`config.mk`:
```
export PLATFORM = sky130hd
export DESIGN_NAME = extremum_half_wave_detector_top
export DESIGN_NICKNAME = d
export VERILOG_FILES = /design/src/design/ehwd_pkg.sv /design/src/design/extremum_half_wave_detector_top.sv /design/src/design/ehwd_window.sv /design/src/design/ehwd_mean.sv /design/src/design/ehwd_tracker.sv
export VERILOG_INCLUDE_DIRS = /design/src /design/src/design
export SDC_FILE = /design/constraint.sdc
export NUM_CORES = 1
export LEC_CHECK = 0
export BUFFER_PORTS_ARGS = -buffer_cell sky130_fd_sc_hd__buf_2
export CORE_ASPECT_RATIO = 1.4
export CORE_MARGIN = 2
export CORE_UTILIZATION = 55
export DETAILED_ROUTE_END_ITERATION = 10
export HOLD_SLACK_MARGIN = 0.12
export PLACE_DENSITY = 0.79
export RECOVER_POWER = 50
export SYNTH_ARGS = -nofsm -noshare
export SYNTH_HDL_FRONTEND = slang
export SYNTH_HIERARCHICAL = 1
export SYNTH_SLANG_ARGS = --single-unit
```
`constraint.sdc`:
```
create_clock -name aclk -period 15.4 [get_ports aclk]
set_input_delay 1.54 -clock aclk [delete_from_list [all_inputs] [get_ports aclk]]
set_output_delay 1.54 -clock aclk [all_outputs]
set_load 0.005 [all_outputs]
```
`src/design/extremum_half_wave_detector_top_macros.svh`:
```
// assertion helpers for the half-wave detector
`ifndef EXTREMUM_HALF_WAVE_DETECTOR_TOP_MACROS_SVH
`define EXTREMUM_HALF_WAVE_DETECTOR_TOP_MACROS_SVH

// same-cycle implication, checked out of reset
`define EHWD_ASSERT_NOW(label, ante, cons) \
    label: assert property (@(posedge aclk) disable iff (!aresetn) (ante) |-> (cons)) \
        else $error("ehwd assertion failed");

// next-cycle implication, checked out of reset
`define EHWD_ASSERT_NEXT(label, ante, cons) \
    label: assert property (@(posedge aclk) disable iff (!aresetn) (ante) |=> (cons)) \
        else $error("ehwd assertion failed");

`endif

```
`src/design/ehwd_pkg.sv`:
```
package ehwd_pkg;

    localparam int SAMPLE_W = 8;
    localparam int LEN_W    = 8;

    localparam logic [SAMPLE_W-1:0] ZERO_LEVEL       = 8'd128;
    localparam logic [LEN_W-1:0]    SCAN_LIMIT_RESET = 8'd236;

    typedef struct packed {
        logic [LEN_W-1:0] half_wave_length;
        logic             was_peak;
    } result_t;

    typedef struct packed {
        logic    valid;
        logic    fire;
        result_t data;
    } track_status_t;

endpackage

```
`src/design/extremum_half_wave_detector_top.sv`:
```
// extremum half-wave detector
// s_ channel: one unsigned 8-bit audio sample per word, 128 is the zero level.
// m_ channel: one word per detected peak or trough, carrying the half-wave
//   length (window position + 1) and whether the extremum was a peak.
// cfg channel: writes scan_limit, the number of window positions scanned
//   before the length count restarts without a result; cfg_ready is always high.
// the first WIN_LEN - 1 samples only fill the window and never give a result.
// a result is registered twice: its sample enters the window register, and the
//   evaluated window's result enters the output register once that slot is free.
// throughput: one sample per cycle while s_ready is high; the window register
//   feeds three group means and the compare logic combinationally, straight into the output register.
// stall: a result waiting on m_ready holds the output register; one more
//   evaluated window is held in the window stage, and s_ready drops only
//   when that window is also a hit.
// reset (aresetn low, synchronous): clears window, fill count, pending flag and position,
//   clears m_valid, sets the search to a trough first and scan_limit to 236.
module extremum_half_wave_detector_top #(
    parameter int AVG_LEN       = 6,
    parameter int GROUP_SPACING = 4
) (
    input  logic                              aclk,
    input  logic                              aresetn,
    input  logic                              s_valid,
    output logic                              s_ready,
    input  logic [ehwd_pkg::SAMPLE_W-1:0]     s_sample,
    output logic                              m_valid,
    input  logic                              m_ready,
    output logic [ehwd_pkg::LEN_W-1:0]        m_half_wave_length,
    output logic                              m_was_peak,
    input  logic                              cfg_valid,
    output logic                              cfg_ready,
    input  logic [ehwd_pkg::LEN_W-1:0]        cfg_data
);

    `include "extremum_half_wave_detector_top_macros.svh"

    localparam int WIN_LEN = 2 * GROUP_SPACING + AVG_LEN;
    localparam int MEAN_W  = $clog2(128 * AVG_LEN + 1) + 1;

    logic [WIN_LEN-1:0][ehwd_pkg::SAMPLE_W-1:0] window;
    logic                                        pending;
    logic                                        s_accept;
    logic signed [MEAN_W-1:0]                    v1;
    logic signed [MEAN_W-1:0]                    v2;
    logic signed [MEAN_W-1:0]                    v3;
    logic [ehwd_pkg::LEN_W-1:0]                  scan_limit_reg;
    ehwd_pkg::track_status_t                     status;

    assign s_ready  = !pending || status.fire;
    assign s_accept = s_valid && s_ready;
    assign cfg_ready = 1'b1;

    always_ff @(posedge aclk) begin
        if (!aresetn) begin
            scan_limit_reg <= ehwd_pkg::SCAN_LIMIT_RESET;
        end else if (cfg_valid) begin
            scan_limit_reg <= cfg_data;
        end
    end

    ehwd_window #(
        .WIN_LEN (WIN_LEN)
    ) u_window (
        .aclk    (aclk),
        .aresetn (aresetn),
        .accept  (s_accept),
        .sample  (s_sample),
        .consume (status.fire),
        .window  (window),
        .pending (pending)
    );

    ehwd_mean #(
        .WIN_LEN (WIN_LEN),
        .AVG_LEN (AVG_LEN),
        .START   (0),
        .MEAN_W  (MEAN_W)
    ) u_mean1 (
        .window (window),
        .mean   (v1)
    );

    ehwd_mean #(
        .WIN_LEN (WIN_LEN),
        .AVG_LEN (AVG_LEN),
        .START   (GROUP_SPACING),
        .MEAN_W  (MEAN_W)
    ) u_mean2 (
        .window (window),
        .mean   (v2)
    );

    ehwd_mean #(
        .WIN_LEN (WIN_LEN),
        .AVG_LEN (AVG_LEN),
        .START   (2 * GROUP_SPACING),
        .MEAN_W  (MEAN_W)
    ) u_mean3 (
        .window (window),
        .mean   (v3)
    );

    ehwd_tracker #(
        .MEAN_W (MEAN_W)
    ) u_tracker (
        .aclk       (aclk),
        .aresetn    (aresetn),
        .pending    (pending),
        .v1         (v1),
        .v2         (v2),
        .v3         (v3),
        .scan_limit (scan_limit_reg),
        .m_ready    (m_ready),
        .status     (status)
    );

    assign m_valid            = status.valid;
    assign m_half_wave_length = status.data.half_wave_length;
    assign m_was_peak         = status.data.was_peak;

    // length counts from one and never wraps to zero
    `EHWD_ASSERT_NOW(a_len_nonzero, m_valid, m_half_wave_length != '0)
    // the window stage stalls only behind a held result
    `EHWD_ASSERT_NOW(a_stall_cause, pending && !status.fire, m_valid && !m_ready)
    // a new result always comes from an evaluated window
    `EHWD_ASSERT_NEXT(a_result_source, !pending, !$rose(m_valid))

endmodule

```
`src/design/ehwd_window.sv`:
```
module ehwd_window #(
    parameter int WIN_LEN = 14
) (
    input  logic                                         aclk,
    input  logic                                         aresetn,
    input  logic                                         accept,
    input  logic [ehwd_pkg::SAMPLE_W-1:0]                sample,
    input  logic                                         consume,
    output logic [WIN_LEN-1:0][ehwd_pkg::SAMPLE_W-1:0]   window,
    output logic                                         pending
);

    localparam int FILL_W = $clog2(WIN_LEN + 1);
    localparam logic [FILL_W-1:0] FILL_FULL = FILL_W'(WIN_LEN);

    logic [WIN_LEN-1:0][ehwd_pkg::SAMPLE_W-1:0] window_reg;
    logic [WIN_LEN-1:0][ehwd_pkg::SAMPLE_W-1:0] window_next;
    logic [FILL_W-1:0] fill_reg;
    logic [FILL_W-1:0] fill_next;
    logic              pending_reg;
    logic              pending_next;

    // index 0 is the oldest sample
    always_comb begin
        for (int k = 0; k < WIN_LEN - 1; k++) begin
            window_next[k] = window_reg[k+1];
        end
        window_next[WIN_LEN-1] = sample;
    end

    always_comb begin
        fill_next = (fill_reg == FILL_FULL) ? FILL_FULL : fill_reg + FILL_W'(1);
        pending_next = pending_reg;
        if (accept) begin
            pending_next = (fill_next == FILL_FULL);
        end else if (consume) begin
            pending_next = 1'b0;
        end
    end

    always_ff @(posedge aclk) begin
        if (!aresetn) begin
            window_reg  <= '0;
            fill_reg    <= '0;
            pending_reg <= 1'b0;
        end else begin
            pending_reg <= pending_next;
            if (accept) begin
                window_reg <= window_next;
                fill_reg   <= fill_next;
            end
        end
    end

    assign window  = window_reg;
    assign pending = pending_reg;

endmodule

```
`src/design/ehwd_mean.sv`:
```
module ehwd_mean #(
    parameter int WIN_LEN = 14,
    parameter int AVG_LEN = 6,
    parameter int START   = 0,
    parameter int MEAN_W  = 11
) (
    input  logic [WIN_LEN-1:0][ehwd_pkg::SAMPLE_W-1:0] window,
    output logic signed [MEAN_W-1:0]                   mean
);

    // magnitude of a sum fits in ABS_W bits, the signed sum in MEAN_W
    localparam int ABS_W  = MEAN_W - 1;
    localparam int SHIFT  = ABS_W + $clog2(AVG_LEN);
    localparam longint RECIP_VAL = ((longint'(1) << SHIFT) + AVG_LEN - 1) / AVG_LEN;
    localparam logic [SHIFT-1:0] RECIP = SHIFT'(RECIP_VAL);
    localparam int PROD_W = ABS_W + SHIFT;

    logic signed [MEAN_W-1:0] sum_v;
    logic                     neg;
    logic [MEAN_W-1:0]        mag_full;
    logic [ABS_W-1:0]         mag;
    logic [PROD_W-1:0]        prod;
    logic [ABS_W-1:0]         quot;
    logic [MEAN_W-1:0]        quot_ext;

    always_comb begin
        sum_v = '0;
        for (int k = 0; k < AVG_LEN; k++) begin
            sum_v = sum_v + $signed(MEAN_W'(window[START+k]))
                          - $signed(MEAN_W'(ehwd_pkg::ZERO_LEVEL));
        end
    end

    // divide magnitude by the group length via reciprocal, truncating toward zero
    assign neg      = sum_v[MEAN_W-1];
    assign mag_full = neg ? MEAN_W'(-sum_v) : MEAN_W'(sum_v);
    assign mag      = mag_full[ABS_W-1:0];
    assign prod     = PROD_W'(mag) * PROD_W'(RECIP);
    assign quot     = prod[PROD_W-1:SHIFT];
    assign quot_ext = MEAN_W'(quot);
    assign mean     = neg ? -$signed(quot_ext) : $signed(quot_ext);

endmodule

```
`src/design/ehwd_tracker.sv`:
```
module ehwd_tracker #(
    parameter int MEAN_W = 11
) (
    input  logic                              aclk,
    input  logic                              aresetn,
    input  logic                              pending,
    input  logic signed [MEAN_W-1:0]          v1,
    input  logic signed [MEAN_W-1:0]          v2,
    input  logic signed [MEAN_W-1:0]          v3,
    input  logic [ehwd_pkg::LEN_W-1:0]        scan_limit,
    input  logic                              m_ready,
    output ehwd_pkg::track_status_t           status
);

    localparam int LEN_W = ehwd_pkg::LEN_W;

    logic                    hunting_peak_reg;
    logic                    hunting_peak_next;
    logic [LEN_W-1:0]        position_reg;
    logic [LEN_W-1:0]        position_next;
    logic                    m_valid_reg;
    logic                    m_valid_next;
    ehwd_pkg::result_t       result_reg;
    ehwd_pkg::result_t       result_next;
    logic                    hit;
    logic                    out_free;
    logic                    fire;
    logic [LEN_W:0]          pos_inc;

    assign hit = hunting_peak_reg ? ((v1 <= v2) && (v3 < v2))
                                  : ((v1 >= v2) && (v3 > v2));

    // a miss never needs the output slot
    assign out_free = !m_valid_reg || m_ready;
    assign fire     = pending && (!hit || out_free);
    assign pos_inc  = (LEN_W+1)'(position_reg) + (LEN_W+1)'(1);

    always_comb begin
        hunting_peak_next = hunting_peak_reg;
        position_next     = position_reg;
        result_next       = result_reg;
        m_valid_next      = m_ready ? 1'b0 : m_valid_reg;
        if (fire) begin
            if (hit) begin
                result_next.half_wave_length = pos_inc[LEN_W-1:0];
                result_next.was_peak         = hunting_peak_reg;
                m_valid_next                 = 1'b1;
                hunting_peak_next            = !hunting_peak_reg;
                position_next                = '0;
            end else if (pos_inc >= (LEN_W+1)'(scan_limit) || pos_inc[LEN_W]) begin
                position_next = '0;
            end else begin
                position_next = pos_inc[LEN_W-1:0];
            end
        end
    end

    always_ff @(posedge aclk) begin
        if (!aresetn) begin
            hunting_peak_reg <= 1'b0;
            position_reg     <= '0;
            m_valid_reg      <= 1'b0;
        end else begin
            hunting_peak_reg <= hunting_peak_next;
            position_reg     <= position_next;
            m_valid_reg      <= m_valid_next;
        end
    end

    always_ff @(posedge aclk) begin
        result_reg <= result_next;
    end

    assign status.valid = m_valid_reg;
    assign status.fire  = fire;
    assign status.data  = result_reg;

endmodule
```
* Yosys cells after proc, flatten, opt, wreduce, memory -nomap -nowiden
Cells that the tools add are included. Widths: inputs -> output; s select.
Word-level totals: register bits 144, bits in latches 0, bits in writable memories 0, bits in read-only memories 0, bits of input ports 21, output and inout bits 12, memories 0
Operators by class: add/subtract/negate cells 41, multipliers 3, div/mod/pow operators 0, order comparisons 5, equality and inequality tests 2, shift operators 0, muxes and demuxes 15, bitwise logic cells 0, reduce and logical (&&, ||, !) cells 14
Operator list (count):
- $add 11x9->11 | 15
- $sub 11x9->11 const B | 15
- $mul 10x10->20 const B | 3
- $mux 11 | 3
- $neg 8->11 | 3
- $mux 10 | 3
- $neg 10->10 | 3
- $sub 8x8->9 const B | 3
- $mux 8 | 2
- $ge 11x11->1 | 1
- $gt 11x11->1 | 1
- $le 11x11->1 | 1
- $lt 11x11->1 | 1
- $add 8x1->9 const B | 1
- $ge 9x8->1 | 1
- $eq 4x4->1 const B | 2
- $mux 1 | 6
- $add 4x1->4 const B | 1
- $logic_and 1x1->1 | 4
- $logic_not 1->1 | 4
- $logic_or 1x1->1 | 4
- $mux 4 | 1
- $reduce_and 2->1 | 1
- $reduce_bool 2->1 | 1

* Depth between registers and ports, before layout
depth in word-level cells 25, mapped depth 53, mapped depth without buffers 50

* By module
Netlist, hierarchy kept.
Modules (own cells, without submodules):
- ehwd_window | times used 1, cells each 391, area each 4165.2 um^2, sequential area each 2342.2 um^2
- ehwd_mean (u_mean1) | times used 1, cells each 423, area each 3708.6 um^2, sequential area each 0.0 um^2
- ehwd_mean (u_mean3) | times used 1, cells each 430, area each 3683.5 um^2, sequential area each 0.0 um^2
- ehwd_mean (u_mean2) | times used 1, cells each 431, area each 3672.3 um^2, sequential area each 0.0 um^2
- ehwd_tracker | times used 1, cells each 178, area each 1662.8 um^2, sequential area each 470.5 um^2
- extremum_half_wave_detector_top | times used 1, cells each 29, area each 312.8 um^2, sequential area each 160.2 um^2

* Worst setup path after synthesis
Ideal clock, no wire load.
path kind flip-flop to output port, start register u_window.window_reg, in the netlist u_window/window[69], end output s_ready, arrival 10.571 ns, data required time 13.860 ns, slack 3.289 ns, stages on the path, launching flop included 43, buffers on the path 3, path through dfxtp_1 -> inv_1 -> fa_1 -> inv_1 -> fa_1 -> inv_1 -> fa_1 -> inv_1 -> ha_1 -> ha_1 -> o211ai_2 -> o211a_1 -> nor3_1 -> or2_2 -> clkbuf_1 -> clkbuf_1 -> nand2_1 -> xnor2_1 -> [7 not listed] -> ha_1 -> a2111oi_0 -> o21ai_0 -> a22o_1 -> or2_2 -> o211a_1 -> or2_2 -> or2_2 -> o31a_2 -> ha_1 -> nand3_1 -> nor3_1 -> a21oi_1 -> a21oi_1 -> mux2_4 -> a21boi_0 -> buf_4 -> nand2b_1
Between the ends: cells in the longest elaborated chain, start to end 23
Ends and longest elaborated chain:
- from (decl) | RTL line ehwd_window.sv:16 | logic [WIN_LEN-1:0][ehwd_pkg::SAMPLE_W-1:0] window_reg;
- from (signal assigned) | RTL line ehwd_window.sv:49 | window_reg <= window_next;
- $sub 8x8->9 * | RTL line ehwd_mean.sv:30 | - $signed(MEAN_W'(ehwd_pkg::ZERO_LEVEL));
- $add 11x9->11 * | RTL line ehwd_mean.sv:29 | sum_v = sum_v + $signed(MEAN_W'(window[START+k]))
- $sub 11x9->11 * | RTL line ehwd_mean.sv:30
- $add 11x9->11 * | RTL line ehwd_mean.sv:29
- $sub 11x9->11 * | RTL line ehwd_mean.sv:30
- $add 11x9->11 * | RTL line ehwd_mean.sv:29
- $sub 11x9->11 * | RTL line ehwd_mean.sv:30
- $add 11x9->11 * | RTL line ehwd_mean.sv:29
- [8 not listed]
- net v3[9] | RTL line extremum_half_wave_detector_top.sv:45 | logic signed [MEAN_W-1:0] v3;
- $gt 11x11->1 or $lt 11x11->1 (tied branches) | RTL line ehwd_tracker.sv:31, ehwd_tracker.sv:30
- $logic_and 1x1->1 (on tied branches) | RTL line ehwd_tracker.sv:31, ehwd_tracker.sv:30
- $mux 1 * | RTL line ehwd_tracker.sv:30 | assign hit = hunting_peak_reg ? ((v1 <= v2) && (v3 < v2))
- $logic_not 1->1 * | RTL line ehwd_tracker.sv:35 | assign fire = pending && (!hit || out_free);
- $logic_or 1x1->1 * | RTL line ehwd_tracker.sv:35
- $logic_and 1x1->1 * | RTL line ehwd_tracker.sv:35
- net u_tracker.fire | RTL line ehwd_tracker.sv:27 | logic fire;
- $logic_or 1x1->1 * | RTL line extremum_half_wave_detector_top.sv:49 | assign s_ready = !pending || status.fire;
- to (decl) | RTL line extremum_half_wave_detector_top.sv:24 | output logic s_ready,
The timed path passes the listed nets; every way through them passes the cells marked *.

==> metrics.md <==
| Metric | Value |
|---|---|
| GRT busiest layer | `met2` |
| Initial Utilization | `0.5584` |
| Die area | `32730 um^2` |
| Bufs on Longest Clock Path | `2` |
| Detailed Route WL | `35960 um` |
| Pre-antenna DRT Iters | `5` |
| Final TNS setup | `0 ns` |
| Global route total overflow | `0` |
| DP Area | `17670 um^2` |
| GPL Wtd Cong | `0.9253` |
| Core Area | `30810 um^2` |
| Area fraction of the dominant cell type after synthesis | `0.1985` |
| Reg-to-reg slack, setup | `1.54 ns` |
| Layout fillers | `2573` |
| Slowest cell on crit path | `fa_1` |
| Synth Instances | `1882` |
| Fin crit period | `14.09 ns` |
| Fin nets | `2345` |
| Final HPWL DP | `28900 um` |
| Synth area leaders | `ha_1, fa_1, dfxtp_1` |
| H-tree levels | `4` |
| Worst-Skew Late Latency | `0.42 ns` |
| Vias per std cell | `5.575` |
| CP Max Fanout | `15` |
| Clk pin slew, worst setup/hold paths | `0.07 ns` |
| Largest net degree at the start of global routing | `116` |
| Status | `finished clean` |
| Slew Limit Fails | `0` |
| Critical Path RT | `13.86 ns` |
| Die H | `213.3 um` |
| Critical path class | `reg -> out` |
| Met3 usage | `0.02557` |
| Final setup skew | `0.01372 ns` |
| Largest area contributor in the netlist | `ha_1` |
| Ant diodes | `0` |
| Multi-input logic area | `12590 um^2` |
| IO Port Bufs | `31` |
| Hold buffer count at cts | `0` |
| Final setup fails | `0` |
| Dpl ws | `1.836 ns` |
| Mapped Nets | `2335` |
| Slew headroom | `0.2281` |
| DR iter-0 viols | `629` |
| Clock Tree Root | `clkbuf_16` |
| Unique masters post-synth | `101` |
| EDFF count, synth | `9` |
| Syn Std Cell Area | `17210 um^2` |
| CTS buffer count | `17` |
| Global-route met1 utilization | `0.2528` |
| RSZ-0062 raised after global routing | `false` |
| Worst-Margin Slew | `1.158 ns` |
| Max Cap Viol | `0` |
| Slowest stage delay, CP | `0.53 ns` |
| Vias | `12800` |
| Hold WC Path Type | `reg -> reg` |
| Yosys reg bits | `144` |
| Antenna violations before repair | `0` |
| Total track usage | `0.2259` |
| Layout cells sized above 1 | `0.05984` |
| Period utilisation layout | `0.9152` |
| Max reg flops | `112` |
| Synth Warn # | `6` |
| Die width | `153.5 um` |
| Async set-reset flop share out of synthesis | `0` |
| Wire per inst | `15.67 um` |
| Worst hold slack | `0.4815 ns` |
| FP Rows | `76` |
| I/O pin cnt | `33` |
| Final critical-path setup slack | `1.306 ns` |
| Crit path capture type | `output pin` |
| Sequential element share of the synthesized area | `0.1728` |
| Final Hold Viols | `0` |
| Storage element area | `2973 um^2` |
| Clk sinks | `144` |
| Top-count cell post-synth | `inv_1` |
| Top post-synthesis cells by count | `inv_1, ha_1, nor2_1` |
| Top FF cell, synth | `dfxtp_1` |
| Area growth from synthesis to layout | `5.861%` |
| CP Launch Type | `register` |
| Worst Path Arrival | `12.55 ns` |
| CP dominant cell by count | `ha_1` |
| Number of remaining DRC errors | `0` |
| Highest Clock Rate | `70.95 MHz` |
| Synthesized area per cell | `9.142 um^2` |
| First-pass GRT wire length | `61240 um` |
| Postcts setup bufs | `0` |
| CTS tree | `built` |
| Final antenna-violating net count | `0` |
| Vias in the first global route | `13380` |
| Fin area | `18210 um^2` |
| Post-CTS sizing | `0` |
| Global Route met2 Usage | `0.4405` |
## critical path: cells and delay by family (launching register included)
kind,cells,cell delay (ns)
simple gates,8,2.31
fa+ha+maj,12,4.89
xor+xnor,2,0.72
flops,1,0.42
mux,1,0.51
buf+inv,5,0.38
compound gates,11,2.90
## kinds of logic (layout without fill, tap and decap cells)
| group | count (synthesis) | after routing | synth area share |
|---|---|---|---|
| adder cells (fa/ha/maj) | 432 | 432 | 0.3835 |
| buffers and inverters | 422 | 445 | 0.09490 |
| AND/OR/NAND/NOR | 395 | 395 | 0.1108 |
| AO/OA/AOI/OAI | 278 | 278 | 0.1202 |
| flip-flops | 144 | 144 | 0.1728 |
| multiplexers | 131 | 131 | 0.07694 |
| XOR/XNOR | 79 | 79 | 0.04065 |
| other | 1 | 1 | 0.0002180 |
## layer usage
metal	vias to the layer above	routed length [um]
li1	6290	-
met1	6248	14530
met2	189	19750
met3	68	660
met4	0	1018
met5	-	0
## layout by cell type (no fill, tap or decap), types with 8 or more instances in the layout
cell	synthesis	routed
inv_1	379	379
ha_1	273	273
nor2_1	166	166
fa_1	159	159
dfxtp_1	135	135
mux2i_1	127	127
nand2_1	71	71
a21oi_1	66	66
o21ai_0	43	43
xnor2_1	40	40
xor2_1	38	38
nand3_1	26	26
buf_2	11	23
a21o_1	23	23
nand2b_1	17	17
clkbuf_16	0	17
nor3_1	16	16
a31oi_1	16	16
nor2b_1	12	12
and3_1	12	12
a211oi_1	12	12
nand4_1	11	11
o21bai_1	11	11
and2_1	11	10
or2_2	9	9
edfxtp_1	9	9
clkbuf_1	20	8
o31ai_1	8	8
## worst paths after layout
check	start	to	cells past startpoint
worst max-delay path	u_window/window[69]	s_ready	39
worst min-delay path	scan_limit_reg[2]	scan_limit_reg[2]	2
worst max register to register	u_window/window[69]	u_window/window[47]	42
worst min register to register	scan_limit_reg[2]	scan_limit_reg[2]	2
## final cells by class
type                       instances  area share
tap                              390     0.02679
multi-input combinational       1316      0.6912
timing repair buffer              33    0.009480
clock inverter                    15    0.007557
sequential                       144      0.1632
inverter                         380     0.07838
clock buffer                      17     0.02336
## stage by stage
| stage | util | instances |
|---|---|---|
| floorplan | - | 1882 |
| global placement | 0.5736 | 2263 |
| detailed placement | 0.5736 | 2263 |
| CTS | 0.5919 | 2295 |
| global route | 0.5912 | 2295 |
| finish | 0.5912 | 2295 |
Power is left out: the tool's default activity adds up to more than one toggle a clock period on the data nets, which glitch-free logic cannot reach.
